--- config.mk ---
export PLATFORM = sky130hd
export DESIGN_NAME = bcd_datetime_to_epoch_ms_top
export DESIGN_NICKNAME = d
export VERILOG_FILES = /design/src/rtl/bdte_pkg.sv /design/src/rtl/bcd_datetime_to_epoch_ms_top.sv
export SDC_FILE = /design/constraint.sdc
export NUM_CORES = 1
export LEC_CHECK = 0
export BUFFER_PORTS_ARGS = -buffer_cell sky130_fd_sc_hd__buf_2
export CAP_MARGIN = 5
export CORE_MARGIN = 5
export CORE_UTILIZATION = 41
export DETAILED_ROUTE_END_ITERATION = 6
export SLEW_MARGIN = 15
export SYNTH_ARGS = -nofsm -noshare
export SYNTH_HDL_FRONTEND = slang
export SYNTH_SLANG_ARGS = --single-unit
--- constraint.sdc ---
create_clock -name clk -period 30.8 [get_ports clk]
set_clock_uncertainty 0.2 [all_clocks]
set_input_delay 6.16 -clock clk [delete_from_list [all_inputs] [get_ports clk]]
set_output_delay 6.16 -clock clk [all_outputs]
set_load 0.005 [all_outputs]
--- src/rtl/bdte_pkg.sv ---
// ----------------------------------------------------------------------------
// bdte_pkg
// constants and helpers of the bcd date/time to epoch milliseconds converter
// ----------------------------------------------------------------------------
`timescale 1ns / 1ps

package bdte_pkg;

  // stream widths
  localparam int unsigned IN_BYTES   = 6;
  localparam int unsigned IN_WIDTH   = IN_BYTES * 8;
  localparam int unsigned OUT_FIELD  = 43;
  localparam int unsigned OUT_WIDTH  = ((OUT_FIELD + 7) / 8) * 8;

  // calendar constants
  localparam int unsigned YEAR_OFS     = 2000;
  localparam int unsigned YOE_LAST     = 399;
  localparam int unsigned DAYS_YEAR    = 365;
  localparam int unsigned ERA_DAYS     = 146097;
  localparam int unsigned EPOCH_SHIFT  = 719468;
  localparam int unsigned SEC_DAY      = 86400;
  localparam int unsigned SEC_HOUR     = 3600;
  localparam int unsigned SEC_MIN      = 60;
  localparam int unsigned MS_SEC       = 1000;
  localparam int unsigned TZ_SEC       = 8 * SEC_HOUR;
  localparam int unsigned MDAY_MUL     = 153;
  localparam int unsigned MDAY_ADD     = 2;

  // reciprocal for divide by 5 (exact below 2^16) and by 100 (exact below 1000)
  localparam int unsigned RCP5_MUL     = 52429;
  localparam int unsigned RCP5_SHIFT   = 18;
  localparam int unsigned RCP100_MUL   = 41;
  localparam int unsigned RCP100_SHIFT = 12;

  // day count offsets for the two eras that can occur (modulo 2^20)
  localparam int DAYS_W         = 20;
  localparam int ERA4_OFS       = 4 * ERA_DAYS - EPOCH_SHIFT;
  localparam int ERA5_OFS       = 5 * ERA_DAYS - EPOCH_SHIFT;

  // packed bcd byte, weighted as it stands
  function automatic logic [7:0] bcd_dec(input logic [7:0] b);
    logic [7:0] hi;
    logic [7:0] lo;
    hi = {4'd0, b[7:4]};
    lo = {4'd0, b[3:0]};
    return (hi << 3) + (hi << 1) + lo;
  endfunction

endpackage

--- src/rtl/bcd_datetime_to_epoch_ms_top.sv ---
// ----------------------------------------------------------------------------
// bcd_datetime_to_epoch_ms_top
// converts a packed bcd local (utc+8) date and time into unix milliseconds
// ----------------------------------------------------------------------------
// Usage: an input beat on s_axis carries six packed bcd bytes (year offset
// from 2000, month, day, hour, minute, second, lowest byte first). Each beat
// gives exactly one output beat on m_axis with the milliseconds since
// 1970-01-01 00:00 utc in the low 43 bits of tdata.
// The block is a seven-stage pipeline (bcd decode, era and month shift,
// reciprocal divides, day count, day-to-second multiply, second sum,
// millisecond multiply) and accepts one beat every cycle while the
// output is not stalled.
// Reset clears all stage valid bits; no beat is in flight afterward.
// When the receiver holds m_axis_tready low with a beat waiting, the whole
// pipeline holds and s_axis_tready drops in the same cycle; nothing is lost
// or repeated, and the pipeline resumes as soon as the output is taken.
// ----------------------------------------------------------------------------
`timescale 1ns / 1ps

module bcd_datetime_to_epoch_ms_top (
  input  logic                           clk,
  input  logic                           rst,
  input  logic                           s_axis_tvalid,
  output logic                           s_axis_tready,
  // year, month, day, hour, minute, second (one bcd byte each)
  input  logic [bdte_pkg::IN_WIDTH-1:0]  s_axis_tdata,
  output logic                           m_axis_tvalid,
  input  logic                           m_axis_tready,
  // utc_milliseconds [42:0], zero fill above
  output logic [bdte_pkg::OUT_WIDTH-1:0] m_axis_tdata
);

  // global advance: hold everything while the output beat waits
  logic adv;
  assign adv           = !m_axis_tvalid || m_axis_tready;
  assign s_axis_tready = adv;

  // stage valid bits
  logic v1, v2, v3, v4, v5, v6;

  always_ff @(posedge clk) begin
    if (rst) begin
      v1            <= 1'b0;
      v2            <= 1'b0;
      v3            <= 1'b0;
      v4            <= 1'b0;
      v5            <= 1'b0;
      v6            <= 1'b0;
      m_axis_tvalid <= 1'b0;
    end else if (adv) begin
      v1            <= s_axis_tvalid;
      v2            <= v1;
      v3            <= v2;
      v4            <= v3;
      v5            <= v4;
      v6            <= v5;
      m_axis_tvalid <= v6;
    end
  end

  // stage 1: bcd decode
  logic [7:0] s1_year, s1_month, s1_day, s1_hour, s1_min, s1_sec;

  always_ff @(posedge clk) begin
    if (adv) begin
      s1_year  <= bdte_pkg::bcd_dec(s_axis_tdata[7:0]);
      s1_month <= bdte_pkg::bcd_dec(s_axis_tdata[15:8]);
      s1_day   <= bdte_pkg::bcd_dec(s_axis_tdata[23:16]);
      s1_hour  <= bdte_pkg::bcd_dec(s_axis_tdata[31:24]);
      s1_min   <= bdte_pkg::bcd_dec(s_axis_tdata[39:32]);
      s1_sec   <= bdte_pkg::bcd_dec(s_axis_tdata[47:40]);
    end
  end

  // stage 2: march-based year, era, year of era, month term, time of day
  logic        s1_early;
  logic        era5_next;
  logic [8:0]  yoe_next;
  logic [7:0]  mshift_next;
  logic        s2_era5;
  logic [8:0]  s2_yoe;
  logic [14:0] s2_mterm;
  logic [19:0] s2_hms;
  logic [7:0]  s2_day;

  always_comb begin
    s1_early    = (s1_month <= 8'd2);
    era5_next   = !((s1_year == 8'd0) && s1_early);
    yoe_next    = era5_next ? ({1'b0, s1_year} - {8'd0, s1_early})
                            : 9'(bdte_pkg::YOE_LAST);
    mshift_next = s1_early ? (s1_month + 8'd9) : (s1_month - 8'd3);
  end

  always_ff @(posedge clk) begin
    if (adv) begin
      s2_era5  <= era5_next;
      s2_yoe   <= yoe_next;
      s2_mterm <= 15'({7'd0, mshift_next} * 15'(bdte_pkg::MDAY_MUL))
                  + 15'(bdte_pkg::MDAY_ADD);
      s2_hms   <= 20'({12'd0, s1_hour} * 20'(bdte_pkg::SEC_HOUR))
                  + 20'({12'd0, s1_min} * 20'(bdte_pkg::SEC_MIN))
                  + {12'd0, s1_sec};
      s2_day   <= s1_day;
    end
  end

  // stage 3: divide by 5 and by 100 through reciprocals, years to days
  logic [30:0] q5_prod;
  logic [13:0] q100_prod;
  logic        s3_era5;
  logic [12:0] s3_mdays;
  logic [17:0] s3_y365;
  logic [6:0]  s3_y4;
  logic [1:0]  s3_y100;
  logic [19:0] s3_hms;
  logic [7:0]  s3_day;

  always_comb begin
    q5_prod   = {16'd0, s2_mterm} * 31'(bdte_pkg::RCP5_MUL);
    q100_prod = {5'd0, s2_yoe} * 14'(bdte_pkg::RCP100_MUL);
  end

  always_ff @(posedge clk) begin
    if (adv) begin
      s3_era5  <= s2_era5;
      s3_mdays <= q5_prod[bdte_pkg::RCP5_SHIFT +: 13];
      s3_y365  <= {9'd0, s2_yoe} * 18'(bdte_pkg::DAYS_YEAR);
      s3_y4    <= s2_yoe[8:2];
      s3_y100  <= q100_prod[bdte_pkg::RCP100_SHIFT +: 2];
      s3_hms   <= s2_hms;
      s3_day   <= s2_day;
    end
  end

  // stage 4: days since the epoch (wraps modulo 2^20, true value is positive)
  logic [bdte_pkg::DAYS_W-1:0] days_sum;
  logic [16:0]                 s4_days;
  logic [19:0]                 s4_hms;

  always_comb begin
    days_sum = {2'd0, s3_y365} + {13'd0, s3_y4} - {18'd0, s3_y100}
             + {7'd0, s3_mdays} + {12'd0, s3_day} - 20'd1
             + (s3_era5 ? bdte_pkg::DAYS_W'(bdte_pkg::ERA5_OFS)
                        : bdte_pkg::DAYS_W'(bdte_pkg::ERA4_OFS));
  end

  always_ff @(posedge clk) begin
    if (adv) begin
      s4_days <= days_sum[16:0];
      s4_hms  <= s3_hms;
    end
  end

  // stage 5: days to seconds
  logic [33:0] s5_dsec;
  logic [19:0] s5_hms;

  always_ff @(posedge clk) begin
    if (adv) begin
      s5_dsec <= {17'd0, s4_days} * 34'(bdte_pkg::SEC_DAY);
      s5_hms  <= s4_hms;
    end
  end

  // stage 6: add time of day, take off the zone offset
  logic [33:0] s6_secs;

  always_ff @(posedge clk) begin
    if (adv) begin
      s6_secs <= s5_dsec + {14'd0, s5_hms} - 34'(bdte_pkg::TZ_SEC);
    end
  end

  // stage 7: seconds to milliseconds, output register
  logic [43:0] ms_prod;

  assign ms_prod = s6_secs[33:0] * 44'(bdte_pkg::MS_SEC);

  always_ff @(posedge clk) begin
    if (adv) begin
      m_axis_tdata <= {{(bdte_pkg::OUT_WIDTH - bdte_pkg::OUT_FIELD){1'b0}},
                       ms_prod[bdte_pkg::OUT_FIELD-1:0]};
    end
  end

endmodule

==> results of run 1 <==
## critical path, cell delays in order
cell and delay, ns:
buf_2 0.08, nand2b_4 0.50, buf_2 0.23
## metal layers
metal / global-route usage (%) / share of wire [%] / vias to the layer above
li1: - / - / 9865
met1: 17.8 / 48 / 9138
met2: 21.6 / 47 / 173
met3: 1.88 / 2.9 / 65
met4: 2.65 / 1.8 / 0
met5: 0 / 0 / -
## stage by stage
| step | instances | setup WS [ns] | utilization (%) |
|---|---|---|---|
| floorplan | 2857 | 9.05 | - |
| global placement | 3968 | 17.43 | 43.7 |
| detailed placement | 3968 | 17.41 | 43.7 |
| CTS | 4041 | 17.41 | 45.4 |
| global route | 4041 | 17.36 | 45.4 |
| finish | 4041 | 17.44 | 45.4 |
## synth_stat cells (31+ instances only)
| cell type | count | area (um^2) |
|---|---|---|
| a21o_1 | 61 | 458 |
| nor3_1 | 31 | 155 |
| xor2_1 | 59 | 517 |
| xnor2_1 | 133 | 1160 |
| a21oi_1 | 141 | 706 |
| edfxtp_1 | 327 | 9820 |
| fa_1 | 316 | 6330 |
| ha_1 | 577 | 7220 |
| nand3_1 | 38 | 190 |
| o21ai_0 | 80 | 400 |
| inv_1 | 625 | 2350 |
| nand2_1 | 69 | 259 |
| nor2_1 | 86 | 323 |
## kinds of logic (layout without fill, tap and decap cells)
| family | count (synthesis) | in the layout | synth area share (%) |
|---|---|---|---|
| multiplexers | 9 | 9 | 0.283 |
| XOR/XNOR | 193 | 193 | 5.27 |
| flip-flops | 334 | 334 | 30.9 |
| adder cells (fa/ha/maj) | 893 | 893 | 42.0 |
| buffers and inverters | 650 | 794 | 7.68 |
| AND/OR/NAND/NOR | 339 | 339 | 5.23 |
| AO/OA/AOI/OAI | 431 | 431 | 8.60 |
| other | 1 | 8 | 0.0116 |
## final cells by class
cell class                      count  area share [%]
Multi-Input combinational cell   1873            56.3
Clock buffer                       49            3.00
Tap cell                         1040            3.69
Sequential cell                   334            28.3
Clock inverter                     24           0.728
Inverter                          625            6.66
Timing Repair Buffer               96            1.42
## sequential cells by signal, indices dropped and copies added, names as in the netlist, 9 cells and up
| name | cells |
|---|---|
| m_axis_tdata | 40 |
| s6_secs | 34 |
| s5_dsec | 27 |
| s2_hms | 20 |
| s3_hms | 20 |
| s4_hms | 20 |
| s5_hms | 20 |
| s3_y365 | 17 |
| s4_days | 17 |
| s2_mterm | 15 |
| s3_mdays | 13 |
| s2_yoe | 9 |
## final timing paths
kind	end	slack, ns	cells after the start
worst max-delay path	s_axis_tready	17.44	3
worst min-delay path	s3_hms[12]$_DFFE_PP_	0.21	0
worst max register to register	s3_mdays[12]$_DFFE_PP_	24.05	18
worst min register to register	s3_hms[12]$_DFFE_PP_	0.21	0
## placed cells by master (no fill, tap or decap), types with 9 or more instances in the layout
cell type	Yosys	layout
nand2b_1	16	15
a21o_1	61	61
o21bai_1	28	28
fa_1	316	316
a21boi_0	11	11
edfxtp_1	327	327
nor2_1	86	86
a21oi_1	141	141
clkbuf_16	0	41
ha_1	577	577
nand4_1	15	15
and2_1	9	9
inv_1	625	625
xor2_1	59	59
nand2_1	69	69
nor3_1	31	31
and3_1	13	13
buf_2	4	93
nor2b_1	23	23
o21a_1	21	21
o21ai_0	80	80
a31oi_1	18	18
nand3_1	38	38
xnor2_1	133	133
==> reports/results.ini, run 1 <==
[placed_design]
placed_area_mm2=0.0339
numPortBuffers=93
hpwl_um=43600
gp_congestion=0.832

[floorplanning]
die-area_mm2=0.0843
initial_utilization_pct=41.5
pin_count=102
coreArea_mm2=0.0777
rows=102
die_y_um=290
die_w_um=290

[yosys]
async_reset_ff_share_pct=0
avgSynthCellArea_um2=11.3
syn_area_mm2=0.0322
synth_top_flop_cell=edfxtp_1
synth-edff-count=327
synth.ff_latch_count=334
yosysSeqAreaShare_pct=30.9
yosysUniqueCellTypes=69
syn_inst=2850
ys.warnings.count=0

[layout]
final_nets=3916
num-fill-cells=7324
fin_area_mm2=0.0352
multi_input_area_mm2=0.0198
drive_above_1_share_pct=5.80
seq_area_mm2=0.00996
num_antenna_cells=0
area_delta_synth_final_pct=9.36

[critical_path]
worstPathRequired_ns=24.44
reg2reg_from=s2_mterm[13]$_DFFE_PP_
worst_setup_path_start_kind=input port
critPathCaptureType=output port
cp_max_fo=42
critical_path.startpoint=m_axis_tready
worstPathArrival_ns=7.00
worstSetupPathType=input port to output port

[sta]
slew_headroom_pct=36.0
hold_slack_ns=0.211
maxSlewViolCount=0
fin_setup_tns_ns=0
fmax_ghz=0.0748
hold_violations=0
rsz0062_at_grt=no
period_share_pct=43.4
finalSetupViolCount=0
tightest_slew_ns=0.960
layout_min_cycle_time_ns=13.36

[clocking]
htreeDepth=2
path_clk_slew_ns=0.06
cts_buffer_depth=3
cts_tree=yes
cts.repair.resized=0
cts_hold_buf=0
cts_made_buffers=41
root_buffer=clkbuf_16
clk_latency_ns=0.57
post_cts_buffers=0
numClockSinks=334

[status]
status=completed

[routing]
vias=19200
drc_errors=0
antenna_left=0
drt_iter0_markers=564
drt-pass1-iter-count=5
drt_wl_total_um=52900
avgViaCountPerCell=4.76
wire_per_inst_um=13.1

[job]
cap_violations=0

[global_routing]
grt_pass1_vias=19700
grt_pass1_wl_um=93000
antenna_found_initial=0
grtUsageTotal_pct=12.8
grt-ovfl-total=0
grt_max_degree=165

[min_path]
worst_hold_path_type=register to register
hp-start=s2_hms[12]$_DFFE_PP_

Power of run 1 is not shown: default switching activity piles up to over one toggle a cycle in this logic, so the estimate is an artifact.
==> inputs of run 2 (changes only) <==
==> constraint.sdc (replaced) <==
create_clock -name clk -period 11.8 [get_ports clk]
set_clock_uncertainty 0.2 [all_clocks]
set_input_delay 2.36 -clock clk [delete_from_list [all_inputs] [get_ports clk]]
set_output_delay 2.36 -clock clk [all_outputs]
set_load 0.005 [all_outputs]
==> run 2 against run 1 <==
  * Register-to-register slack lost 19 ns
  * Final area is 0.16% higher
  * Cell count about the same
  * Critical path depth up 15
  * Global-route usage is 0.13 points higher
  * Sequential cell count stayed put
  * Via count is 0.52% lower
  * Worst hold slack lost 0.0023 ns
  * Worst setup slack got worse by 12 ns
  * Count of clock-buffer cells in the layout up 2
  * First-iteration DRC count is 4.6% higher
  * Routed wire length increased by 1.2%
==> reports/results.ini, run 2 (same netlist as run 1, synthesis figures left out) <==
[placed_design]
hpwl_um=44200
dp_slack_ns=5.46
numPortBuffers=93
gp_congestion=0.825

[critical_path]
r2r_end=s3_mdays[12]$_DFFE_PP_
critPathCaptureType=register
cpMostUsedCell=fa_1
cp_cell_sequence=inv_1 > ha_1 > inv_1 > fa_1 > fa_1 > inv_1 > fa_1 > fa_1 > inv_1 > fa_1 > ha_1 > and4_1 > nand3_1 > a311oi_1 > o21bai_1 > a211oi_1 > nor3_1 > a311oi_1
r2r_setup_slack_ns=5.44
worst_setup_path_start_kind=register
max_stage_delay_ns=0.61
reg2regPathDepth=18
worstSetupPathType=register to register
critPathSlowestCell=a311oi_1
reg2reg_from=s2_mterm[13]$_DFFE_PP_
cp_max_fo=4
critical_path.startpoint=s2_mterm[13]$_DFFE_PP_
worstPathArrival_ns=6.55
worstPathRequired_ns=11.99

[layout]
largest_register_ffs=40
multi_input_area_mm2=0.0198
final_common_cell=inv_1
seq_area_mm2=0.00996
reg_top3=m_axis_tdata: 40 flops, s6_secs: 34 flops, s5_dsec: 27 flops
area_delta_synth_final_pct=9.54
final_nets=3915
num-fill-cells=7282
regMostFlops=m_axis_tdata
drive_above_1_share_pct=5.90
final_cell_mix=inv_1 (625), ha_1 (577), edfxtp_1 (327), fa_1 (316), a21oi_1 (141)
num_antenna_cells=0

[min_path]
hold_path_depth=0
hp-start=s3_hms[14]$_DFFE_PP_
hold_end=s4_hms[14]$_DFFE_PP_
worst_hold_path_type=register to register

[sta]
setup_ws_ns=5.44
fin_setup_tns_ns=0
tightest_slew_ns=0.843
layout_min_cycle_time_ns=6.36
rsz0062_at_grt=no
hold_violations=0
maxSlewViolCount=0
fmax_ghz=0.157
finalSetupViolCount=0
slew_headroom_pct=43.8
period_share_pct=53.9

[clocking]
cts_buffer_depth=3
path_clk_slew_ns=0.06
cts_hold_buf=0
htreeDepth=2
cts.repair.resized=0
post_cts_buffers=0
numClockSinks=334
cts_made_buffers=41
root_buffer=clkbuf_16
cts_tree=yes
clk_latency_ns=0.57

[floorplanning]
pin_count=102
die_w_um=290
initial_utilization_pct=41.5
die_y_um=290
die-area_mm2=0.0843
coreArea_mm2=0.0777
rows=102

[routing]
drt_wl_total_um=53600
wire_per_inst_um=13.2
vias=19100
drt-pass1-iter-count=4
antenna_left=0
drt_iter0_markers=590
drc_errors=0
avgViaCountPerCell=4.74

[global_routing]
grt_pass1_wl_um=93600
grt-ovfl-total=0
grt_max_degree=158
grtUsageTotal_pct=13.0
grt_pass1_vias=19800
antenna_found_initial=0

[status]
status=completed

[job]
cap_violations=0

==> run 2: cell count changes in the layout (fill, tap and decap cells not counted) <==
cell and change:
buf_4 -2, clkbuf_1 -3, bufinv_16 -1, clkbuf_16 +3
clkinv_4 +3, buf_12 +1, clkinv_8 -2, clkinvlp_4 -1
clkbuf_8 +2, clkinv_1 +1
==> run 2: worst max-delay path, delay by kind of cell (launching register included) <==
family                   cells  cell delay [ns]
flip-flops                   1             0.41
AO/OA/AOI/OAI                4             1.56
buffers and inverters        4             0.27
adder cells (fa/ha/maj)      7             3.29
AND/OR/NAND/NOR              3             0.45
==> run 2: cell type report <==
class / count / share of cell area (%)
clock buffers: 51 / 3.25
clock inverters: 24 / 0.613
inverters: 625 / 6.65
multi-input cells: 1873 / 56.2
flip-flops and latches: 334 / 28.2
well taps: 1040 / 3.69
repair buffers: 95 / 1.43
==> run 2: how the worst max path moves through the flow <==
| stage | cells past startpoint | end | slack (ns) |
|---|---|---|---|
| floorplan | 2 | s_axis_tready | 2.58 |
| global placement | 18 | s3_mdays[12]$_DFFE_PP_ | 5.61 |
| detailed placement | 18 | s3_mdays[12]$_DFFE_PP_ | 5.46 |
| CTS | 18 | s3_mdays[12]$_DFFE_PP_ | 5.42 |
| global route | 18 | s3_mdays[12]$_DFFE_PP_ | 5.09 |
| finish | 18 | s3_mdays[12]$_DFFE_PP_ | 5.44 |
==> run 2: metal layers <==
layer,up-vias,global-route usage [%],routed length [um]
li1,9858,-,-
met1,9031,17.5,25100
met2,189,22.1,25600
met3,63,2.18,1810
met4,0,2.93,1020
met5,-,0,0
==> run 2: metrics by stage <==
| step | utilization, % | std cells | hold WS (ns) | cell area, um^2 |
|---|---|---|---|---|
| 6_report | 45.4 | 4042 | 0.208 | 35300 |
| 5_1_grt | 45.4 | 4042 | 0.204 | 35300 |
| 4_1_cts | 45.4 | 4042 | 0.207 | 35300 |
| 3_5_place_dp | 43.7 | 3967 | 0.205 | 33900 |
| 3_3_place_gp | 43.7 | 3967 | 0.201 | 33900 |
| 2_1_floorplan | - | 2857 | 0.200 | 32300 |
Power of run 2 is left out for the same reason.
==> inputs of run 3 (changes only) <==
--- a/config.mk
+++ b/config.mk
@@ -5,6 +5,7 @@
 export SDC_FILE = /design/constraint.sdc
 export NUM_CORES = 1
 export LEC_CHECK = 0
+export ABC_AREA = 1
 export BUFFER_PORTS_ARGS = -buffer_cell sky130_fd_sc_hd__buf_2
 export CAP_MARGIN = 5
 export CORE_MARGIN = 5
==> constraint.sdc (replaced) <==
create_clock -name clk -period 5.6 [get_ports clk]
set_clock_uncertainty 0.2 [all_clocks]
set_input_delay 1.12 -clock clk [delete_from_list [all_inputs] [get_ports clk]]
set_output_delay 1.12 -clock clk [all_outputs]
set_load 0.005 [all_outputs]
==> run 3 against run 2 <==
  * Global-route usage grew 2.4 points
  * Synthesized cell count grew 30%
  * Cell count grew 24%
  * Die area grew 7.3%
  * Via count grew 22%
  * Sequential share of layout area shrank 2.0 points
  * Core utilization is essentially flat
  * Synthesized area grew 7.5%
  * Register-to-register slack lost 5.1 ns
  * Routed wire length grew 26%
  * Final area grew 7.6%
  * Largest cell class unchanged
==> reports/results.ini, run 3 <==
[floorplanning]
die-area_mm2=0.0905
die_w_um=301
pin_count=102
initial_utilization_pct=41.4
rows=106
coreArea_mm2=0.0837
die_y_um=301

[yosys]
synthMuxAreaShare_pct=0
ys_top_cells_by_area=edfxtp_1 (28%), ha_1 (21%), fa_1 (18%)
synth_top_flop_cell=edfxtp_1
synthAdderAreaFrac_pct=39.1
yosysSeqAreaShare_pct=28.7
synth_simple_gate_area_share_pct=13.7
yosys-top-cells-count=inv_1 (865), nand2_1 (671), ha_1 (577), edfxtp_1 (327), fa_1 (316)
async_reset_ff_share_pct=0
synth.ff_latch_count=334
syn_area_mm2=0.0347
synthXorXnorAreaFrac_pct=3.82
yosysTopAreaCell=edfxtp_1
syn_inst=3718
yosysUniqueCellTypes=45
ys.warnings.count=0
synth_top_area_share_pct=28.3
yosysMostFrequentCell=inv_1
synth-edff-count=327
synth_top_family_by_area=adder cells
synth_compound_area_share_pct=5.10
avgSynthCellArea_um2=9.32

[routing]
drt-pass1-iter-count=5
vias=23400
wire_per_inst_um=13.4
drt_wl_total_um=67500
drt_iter0_markers=1014
antenna_left=0
drc_errors=0
avgViaCountPerCell=4.65

[global_routing]
grt-ovfl-total=0
grt_max_degree=189
antenna_found_initial=1
grt_pass1_vias=24000
grt_pass1_wl_um=116000
grtUsageTotal_pct=15.4

[placed_design]
hpwl_um=57700
dp_cells=4947
numPortBuffers=93
gp_congestion=0.908
placed_area_mm2=0.0366

[clocking]
htreeDepth=2
path_clk_slew_ns=0.06
root_buffer=clkbuf_16
cts_buffer_depth=3
cts_tree=yes
numClockSinks=334
clk_latency_ns=0.58
cts_hold_buf=0
cts_made_buffers=41

[min_path]
worst_hold_path_type=register to register
hp-start=s2_day[4]$_DFFE_PP_

[sta]
slew_headroom_pct=28.8
period_share_pct=93.6
hold_slack_ns=0.211
tightest_slew_ns=1.07
hold_violations=0
finalSetupViolCount=0
maxSlewViolCount=0
fmax_ghz=0.191
layout_min_cycle_time_ns=5.24
fin_setup_tns_ns=0
rsz0062_at_grt=no

[layout]
final_cell_mix=inv_1 (863), nand2_1 (671), ha_1 (577), edfxtp_1 (327), fa_1 (315)
num-fill-cells=8070
area_delta_synth_final_pct=9.58
num_antenna_cells=0
final_common_cell=inv_1
largest_register_ffs=40
fin_area_mm2=0.0380
fin_cells=5023
reg_top3=m_axis_tdata: 40 flops, s6_secs: 34 flops, s5_dsec: 27 flops
regMostFlops=m_axis_tdata
drive_above_1_share_pct=5.32
final_nets=4802

[critical_path]
worstPathArrival_ns=5.35
reg2regPathDepth=24
critPathCaptureType=register
cp-endpoint=s2_mterm[11]$_DFFE_PP_
worst_setup_path_start_kind=register
r2r_setup_slack_ns=0.36
worstPathRequired_ns=5.71
reg2reg_from=s1_month[0]$_DFFE_PP_
r2r_end=s2_mterm[11]$_DFFE_PP_
cp_max_fo=5
critical_path.startpoint=s1_month[0]$_DFFE_PP_
worstSetupPathType=register to register

[job]
cap_violations=0

[status]
status=completed

[run 3: worst min-delay path by stage]
stage                                end  depth (start not counted)
floorplan            s2_day[0]$_DFFE_PP_                          0
global placement     s5_hms[0]$_DFFE_PP_                          0
detailed placement   s2_day[1]$_DFFE_PP_                          0
CTS                  s3_day[4]$_DFFE_PP_                          0
global route        s4_hms[13]$_DFFE_PP_                          0
finish               s3_day[4]$_DFFE_PP_                          0
[run 3: cell type report]
| class | count | area, um^2 | area share, % |
|---|---|---|---|
| clock buffer | 46 | 1040 | 2.75 |
| clock inverter | 29 | 358 | 0.942 |
| inverter | 868 | 3260 | 8.59 |
| multi-input combinational | 2514 | 21400 | 56.4 |
| sequential | 334 | 9960 | 26.2 |
| tap | 1134 | 1420 | 3.74 |
| timing repair buffer | 98 | 528 | 1.39 |
[run 3: worst max-delay path, stage by stage (launching register included)]
cell and delay, ns:
edfxtp_1 0.43, inv_2 0.13, ha_1 0.18, o21ai_2 0.08, nor2_4 0.17, inv_1 0.12, ha_1 0.34, nand3_1 0.12
nand2_1 0.08, nand2_1 0.10, nand2_1 0.08, nand2_1 0.07, nand2_1 0.09, ha_1 0.29, ha_1 0.27, inv_1 0.05
fa_1 0.50, fa_1 0.54, inv_1 0.04, ha_1 0.35, a21oi_1 0.14, o21ai_0 0.13, a21oi_1 0.21, o21ai_0 0.12
xor2_1 0.15
[run 3: stage by stage]
| step | util (%) | setup WS [ns] |
|---|---|---|
| after floorplan | - | -1.28 |
| after CTS | 45.4 | 0.274 |
| after global routing | 45.4 | 0.0134 |
| after global placement | 43.7 | 0.335 |
| final | 45.4 | 0.361 |
| after detailed placement | 43.7 | 0.304 |
[run 3: timing repair]
action	CTS	global route
buffers inserted	0	1
resized for setup	0	2
endpoints found under the setup margin	0	2
[run 3: logic make-up after synthesis]
kind of cell	Yosys count
other cells	1
buf+inv	877
simple gates	1145
fa+ha+maj	893
xor+xnor	151
compound gates	317
flops	334
[run 3: metal layers]
metal	share of wire, %	GRT usage, %
met1	47	20.3
met2	48	27.1
met3	3.0	1.87
met4	2.3	3.85
met5	0.016	0
Power of run 3 is left out for the same reason.
